### src/mpr_pkg.sv
`default_nettype none

package mpr_pkg;

    // Frame store geometry
    localparam int MAX_PIXELS = 4096;
    localparam int ADDR_W     = (MAX_PIXELS > 1) ? $clog2(MAX_PIXELS) : 1;
    localparam int CNT_W      = $clog2(MAX_PIXELS + 1);

    // Datapath widths
    localparam int PIX_W      = 8;
    localparam int PROD_W     = 2 * PIX_W;
    localparam int DIV_STEPS  = PROD_W;
    localparam int STEP_W     = $clog2(DIV_STEPS);

    // Configuration register indexes
    localparam int CFG_INDEX_W = 1;
    localparam logic [CFG_INDEX_W-1:0] CFG_TARGET_LOW  = 1'b0;
    localparam logic [CFG_INDEX_W-1:0] CFG_TARGET_HIGH = 1'b1;

    // Register reset values
    localparam logic [PIX_W-1:0] TARGET_LOW_RST  = 8'd0;
    localparam logic [PIX_W-1:0] TARGET_HIGH_RST = 8'd255;
    localparam logic [PIX_W-1:0] MIN_CLEAR       = 8'd255;
    localparam logic [PIX_W-1:0] MAX_CLEAR       = 8'd0;

    // Input item modes
    localparam logic MODE_LOAD = 1'b0;
    localparam logic MODE_READ = 1'b1;

    typedef struct packed {
        logic             mode;
        logic [PIX_W-1:0] pixel_in;
        logic             first_pixel;
    } pix_item_t;

    typedef struct packed {
        logic [PIX_W-1:0] pixel_out;
        logic             last_pixel;
        logic             read_error;
    } res_item_t;

    typedef enum logic [1:0] {
        ST_IDLE,
        ST_FETCH,
        ST_DIV,
        ST_EMIT
    } state_t;

endpackage

`default_nettype wire

### src/mpr_divider.sv
`default_nettype none

module mpr_divider
    import mpr_pkg::*;
(
    input  wire logic              clk,
    input  wire logic              rst_n,
    input  wire logic              start,
    input  wire logic [PROD_W-1:0] dividend,
    input  wire logic [PIX_W-1:0]  divisor,
    output logic                   done,
    output logic      [PROD_W-1:0] quotient
);

    logic              busy_reg, busy_next;
    logic              done_reg, done_next;
    logic [STEP_W-1:0] step_reg, step_next;
    logic [PROD_W-1:0] quo_reg, quo_next;
    logic [PIX_W-1:0]  rem_reg, rem_next;
    logic [PIX_W-1:0]  den_reg, den_next;
    logic [PIX_W:0]    rem_shift;
    logic              fits;

    // One restoring step per cycle, MSB first
    always_comb
    begin
        busy_next = busy_reg;
        done_next = 1'b0;
        step_next = step_reg;
        quo_next  = quo_reg;
        rem_next  = rem_reg;
        den_next  = den_reg;
        rem_shift = {rem_reg, quo_reg[PROD_W-1]};
        fits      = (rem_shift >= {1'b0, den_reg});
        if (start)
        begin
            busy_next = 1'b1;
            step_next = STEP_W'(DIV_STEPS - 1);
            quo_next  = dividend;
            rem_next  = '0;
            den_next  = divisor;
        end
        else if (busy_reg)
        begin
            quo_next = {quo_reg[PROD_W-2:0], fits};
            rem_next = fits ? PIX_W'(rem_shift - {1'b0, den_reg}) : rem_shift[PIX_W-1:0];
            if (step_reg == '0)
            begin
                busy_next = 1'b0;
                done_next = 1'b1;
            end
            else
            begin
                step_next = step_reg - STEP_W'(1);
            end
        end
    end

    // Hold control state
    always_ff @(posedge clk or negedge rst_n)
    begin
        if (!rst_n)
        begin
            busy_reg <= 1'b0;
            done_reg <= 1'b0;
            step_reg <= '0;
        end
        else
        begin
            busy_reg <= busy_next;
            done_reg <= done_next;
            step_reg <= step_next;
        end
    end

    // Hold operands and partial results
    always_ff @(posedge clk)
    begin
        quo_reg <= quo_next;
        rem_reg <= rem_next;
        den_reg <= den_next;
    end

    assign done     = done_reg;
    assign quotient = quo_reg;

endmodule

`default_nettype wire

### config.mk
export PLATFORM = sky130hd
export DESIGN_NAME = mpr_divider
export DESIGN_NICKNAME = d
export VERILOG_FILES = /design/src/mpr_pkg.sv /design/src/mpr_divider.sv
export SDC_FILE = /design/constraint.sdc
export NUM_CORES = 1
export LEC_CHECK = 0
export ABC_AREA = 1
export BUFFER_PORTS_ARGS = -buffer_cell sky130_fd_sc_hd__buf_4
export CAP_MARGIN = 20
export CORE_MARGIN = 2
export CORE_UTILIZATION = 39
export CTS_CLUSTER_SIZE = 16
export DETAILED_ROUTE_END_ITERATION = 8
export PLACE_DENSITY = 0.71
export SKIP_LAST_GASP = 1
export SLEW_MARGIN = 5
export SYNTH_ARGS = -nofsm -noshare
export SYNTH_HDL_FRONTEND = slang
export SYNTH_SLANG_ARGS = --single-unit
### constraint.sdc
create_clock -name clk -period 2.8 [get_ports clk]
set_input_delay 0.56 -clock clk [delete_from_list [all_inputs] [get_ports clk]]
set_output_delay 0.56 -clock clk [all_outputs]
set_load 0.03 [all_outputs]
## Yosys cells after proc, flatten, opt, wreduce, memory -nomap -nowiden

Cells that the tools add are included.

| word-level totals | value |
|---|---|
| flip-flop bits (word level) | 38 |
| input port bits | 27 |
| logic and storage cells | 25 |

| cells by class | value |
|---|---|
| reductions and logical operators | 3 |
| mux-type cells | 12 |
| order comparisons | 1 |
| equality and inequality tests | 1 |
| add/subtract/negate cells | 2 |

Operators by type and width:

| cell | count |
|---|---|
| two-way mux 16 bit | 2 |
| two-way mux 4 bit | 3 |
| greater-or-equal comparator 9 x 8 -> 1 bit | 1 |
| two-way mux 8 bit | 1 |
| subtractor 8 bit | 1 |
| two-way mux 1 bit | 6 |
| logical NOT 4 bit | 1 |
| subtractor 4 x 1 -> 4 bit, second input constant | 1 |
| inequality test 2 bit, second input constant | 1 |
| AND reduction 2 bit | 1 |
| nonzero test 2 bit | 1 |

## Longest topological paths before layout

| depth | value |
|---|---|
| depth in word-level cells | 4 |
| gate-level depth with buffers | 12 |
| gate-level depth less buffers | 12 |

## Least setup slack after synthesis

Ideal clock, no wire load.

| timing path | value |
|---|---|
| kind | register -> register |
| start | register quo_reg[15], in the netlist quotient[15] |
| end | register rem_reg[4] |
| cell stages (with the launch flop) | 11 |
| clock period less this slack | 1.798 ns |
| required time | 2.687 ns |
| buffers on the path | 0 |
| slack | 1.002 ns |
| library setup time | 0.113 ns |
| arrival | 1.685 ns |
| path through | edfxtp_1 -> inv_1 -> ha_1 -> fa_1 -> inv_1 -> nand3_1 -> nand3_1 -> xnor2_1 -> nand2_1 -> nand3_1 -> nand2_1 |

| on the way | value |
|---|---|
| cells in the longest elaborated chain, start to end | 2 |
| elaborated cells between the ends (all ways) | 3 |
| those cells by class | add/sub: 1; order compare: 1; mux: 1 |

Ends and longest elaborated chain:

| what | RTL line | source |
|---|---|---|
| start, declared | mpr_divider.sv:18 | `logic [PROD_W-1:0] quo_reg, quo_next;` |
| start signal, assigned | mpr_divider.sv:79 | `quo_reg <= quo_next;` |
| subtractor 8 bit or greater-or-equal comparator 9 x 8 -> 1 bit (tied branches) | mpr_divider.sv:46, mpr_divider.sv:34 |  |
| two-way mux 8 bit * | mpr_divider.sv:46 | `rem_next = fits ? PIX_W'(rem_shift - {1'b0, den_reg}) : rem_shift[PIX_W-1:0];` |
| end signal, assigned | mpr_divider.sv:80 | `rem_reg <= rem_next;` |
| end, declared | mpr_divider.sv:19 | `logic [PIX_W-1:0] rem_reg, rem_next;` |

Every way passes the cells marked *; elsewhere a longest branch is shown, timed or not.
A chain may end at the register's enable or synchronous reset.

## Worst setup path after layout

| timing path | value |
|---|---|
| start | register den_reg[6] |
| end | register rem_reg[5] |

| on the way | value |
|---|---|
| cells in the longest elaborated chain, start to end | 2 |

Ends and longest elaborated chain:

| what | RTL line | source |
|---|---|---|
| start, declared | mpr_divider.sv:20 | `logic [PIX_W-1:0] den_reg, den_next;` |
| start signal, assigned | mpr_divider.sv:81 | `den_reg <= den_next;` |
| greater-or-equal comparator 9 x 8 -> 1 bit | mpr_divider.sv:34 | `fits = (rem_shift >= {1'b0, den_reg});` |
| two-way mux 8 bit | mpr_divider.sv:46 |  |

No other way between the ends.

==> results.md <==
* Overflow after GRT at 0
* # fillers at 497
* Routability cong. at 0.7872
* Final core occ at 49.50%
* Footprint of the multi-input gates at 865.8 um2
* Die area at 5759 um2
* TNS Setup at 0 ps
* Total CTS buffers at 5
* Initial antenna violation count at 0
* Relative slew slack at 59.77%
* Die X at 75.89 um
* CP arrival at 1970 ps
* CTS root buffer: clkbuf_8
* Int Pwr at 0.001151 W
* Setup repair after global routing missed its margin: false
* CTS tree: done
* Final ANT Viol Nets at 0
* Worst setup SP type: flip-flop
* Final worst slack at 1054 ps
* DP HPWL at 2958 um
* Critical path required time at 3030 ps
* Leakage at 1.259 nW
* Logic pwr share at 39.4%
* DRC at 0
* Worst path cell trace: inv_1 -> ha_1 -> nand2_1 -> nand2_1 -> nand2_1 -> nand2_2 -> a21oi_4 -> nand2_4 -> nand2_1 -> nand3_1 -> nand2_1
* Yosys reg bits at 38
* Setup violations, final at 0
* TritonRoute pass-1 iters at 4
* FP Rows at 26
* Longest Clk Path Bufs at 2
* VDD IR max at 466.2 uV
* Vias in the first global route at 1521
* Crit. End Element: flip-flop
* Distinct cells, synth at 30
* Status: finished, final reports clean
* Drt wl/cell at 11.38 um
* First-pass GRT wire length at 6817 um
* # IOs at 44
* Largest net degree at the start of global routing at 30
* Sw frac at 36.56%
* H-tree depth at 2
* Synth Instances at 234
* Die Y at 75.89 um
* Total vias in the final route at 1613
* Syn Area/Cell at 8.614 um2
* Clk_lat worst skew at 280 ps
* Max FFs per register at 16
* Worst-path maximum fanout at 10
* Synthesized Nets at 271
* Post-synthesis cell area at 2016 um2
* Final Hold Viols at 0
* Tmin final at 1746 ps
* Clk slew on worst S/H paths at 70 ps
* Number of instances in the placed design at 344
* Layout cell share with drive strength beyond 1 at 22.34%
* Area growth syn-to-layout at 23.84%
* Clk network pwr share at 19.6%
* Fmax at 572.6 MHz
* Slew Limit Fails at 0
* Final worst-path cycle share at 62.37%
* Crit path top cell by count: nand2_1
* Reg area at 1031 um2
* Total GRT Usage at 15.72%
* Hold Path Class: primary input to async pin
* Max-Cap Viols at 0
* Clock Sinks at 38
* WS Path Type: flip-flop to flip-flop
* Max incr delay on CP at 370 ps
* DRT iter0 DRCs at 97
* Fin nets at 318
* Sequential Power Share at 41.0%
* Number of I/O port buffers at 43
* Pre-CTS setup slack at 933.7 ps
* ANT cells at 0
* Post-CTS Setup Bufs at 0
* CP max stage cell: edfxtp_1
* Synth warn at 0
* Drt total wl at 4004 um
* Switch Pwr at 0.0006634 W
* Clock skew at 5.460 ps
* Area after DPL at 2416 um2
* Part of the Yosys area used for sequential elements at 51.15%
* Initial Utilization at 39.98%
* Fin area at 2496 um2
* Fin cells at 352
* Placeable Area at 5042 um2
* Hold buffer count at cts at 0
* Via density at 4.582
* Least-Margin Pin Slew at 602.7 ps
* Cts repair resizes at 0
* PD cells at 726.9 nW/um2
## through the flow
stage,power (W),hold slack [ps]
CTS,0.001822,57.03
detailed placement,0.001467,369.0
global route,0.001962,52.11
floorplan,0.001284,264.4
global placement,0.001455,369.3
finish,0.001815,64.34
## cells in the mapped netlist
library cell	n	area, um2
buf_1	2	7.510
o21ai_1	4	20.02
dfxtp_1	8	160.2
xor2_1	2	17.52
ha_1	9	112.6
a21oi_1	3	15.01
buf_2	2	10.01
fa_1	1	20.02
nor3_2	1	10.01
nor2_2	2	12.51
or2_4	1	8.760
xnor2_1	1	8.760
nand3_1	17	85.08
inv_2	3	11.26
nand3_2	1	10.01
nand3b_1	7	52.55
edfxtp_1	24	720.7
nand2_1	98	367.9
a31oi_1	1	6.260
nor4_1	1	6.260
dfrtp_1	6	150.1
nand2_4	2	22.52
nand2_2	2	12.51
nand4_1	1	6.260
o21ai_4	1	16.27
o311ai_1	1	8.760
nor2_1	8	30.03
inv_1	23	86.33
clkinv_1	1	3.750
a21oi_4	1	16.27
## final timing paths
path                                     to  slack (ps)  depth (start not counted)        from
worst max-delay path             rem_reg[5]        1050                         11  den_reg[6]
worst min register to register   rem_reg[5]         470                          2  rem_reg[5]
min in group clk                 den_reg[4]         450                          1  divisor[4]
max in group asynchronous       step_reg[2]        2620                          1       rst_n
worst max register to register   rem_reg[5]        1050                         11  den_reg[6]
worst min-delay path            step_reg[0]          60                          1       rst_n
## placed cells by master, fill, tap and decap left out, types with 2 or more instances in the layout
| cell | synthesis | layout |
|---|---|---|
| nand3_1 | 17 | 17 |
| a21oi_1 | 3 | 3 |
| inv_2 | 3 | 3 |
| clkbuf_8 | 0 | 5 |
| clkbuf_1 | 0 | 3 |
| nand2_1 | 98 | 98 |
| nor2_2 | 2 | 2 |
| nand2_2 | 2 | 2 |
| nor2_1 | 8 | 8 |
| inv_1 | 23 | 23 |
| dfxtp_1 | 8 | 8 |
| o21ai_1 | 4 | 4 |
| ha_1 | 9 | 9 |
| dfrtp_1 | 6 | 6 |
| edfxtp_1 | 24 | 24 |
| xor2_1 | 2 | 2 |
| nand3b_1 | 7 | 7 |
| buf_4 | 0 | 44 |
| nand2_4 | 2 | 2 |
## power by group through the flow
stage | Sequential (W) | Combinational, W | Clock (W)
after global routing | 0.000754 | 0.000811 | 0.000397
after detailed placement | 0.000752 | 0.000714 | 0
after global placement | 0.000755 | 0.000700 | 0
after floorplan | 0.000795 | 0.000489 | 0
final | 0.000743 | 0.000715 | 0.000356
after CTS | 0.000743 | 0.000714 | 0.000365
## critical path: cells and delay by family, from the launching register on
kind / cells / cell delay (ps)
flops: 1 / 370
compound gates: 1 / 300
fa+ha+maj: 1 / 270
simple gates: 8 / 670
buf+inv: 1 / 70
## cell type report
type,instances,area share [%]
Clock buffer,8,3.208
Sequential cell,38,41.30
Tap cell,70,3.509
Timing Repair Buffer,44,13.23
Inverter,27,4.060
Multi-Input combinational cell,165,34.69
## per-layer routing
layer  GRT usage (%)  wire, um
met5               0         0
met4           4.678        51
met3           4.497       199
met2           24.14      1766
met1           21.63      1987
## kinds of logic after synthesis
family                     Yosys count  share of synthesized area, %
xor gates and xnor gates             3                         1.304
and+or+nand+nor                    141                         30.97
DFF                                 38                         51.15
buffers and inverters               31                         5.897
AOI/OAI and AO/OA                   11                         4.097
adders and majority gates           10                         6.580
Note: power is estimated with default switching activity, not from simulation.
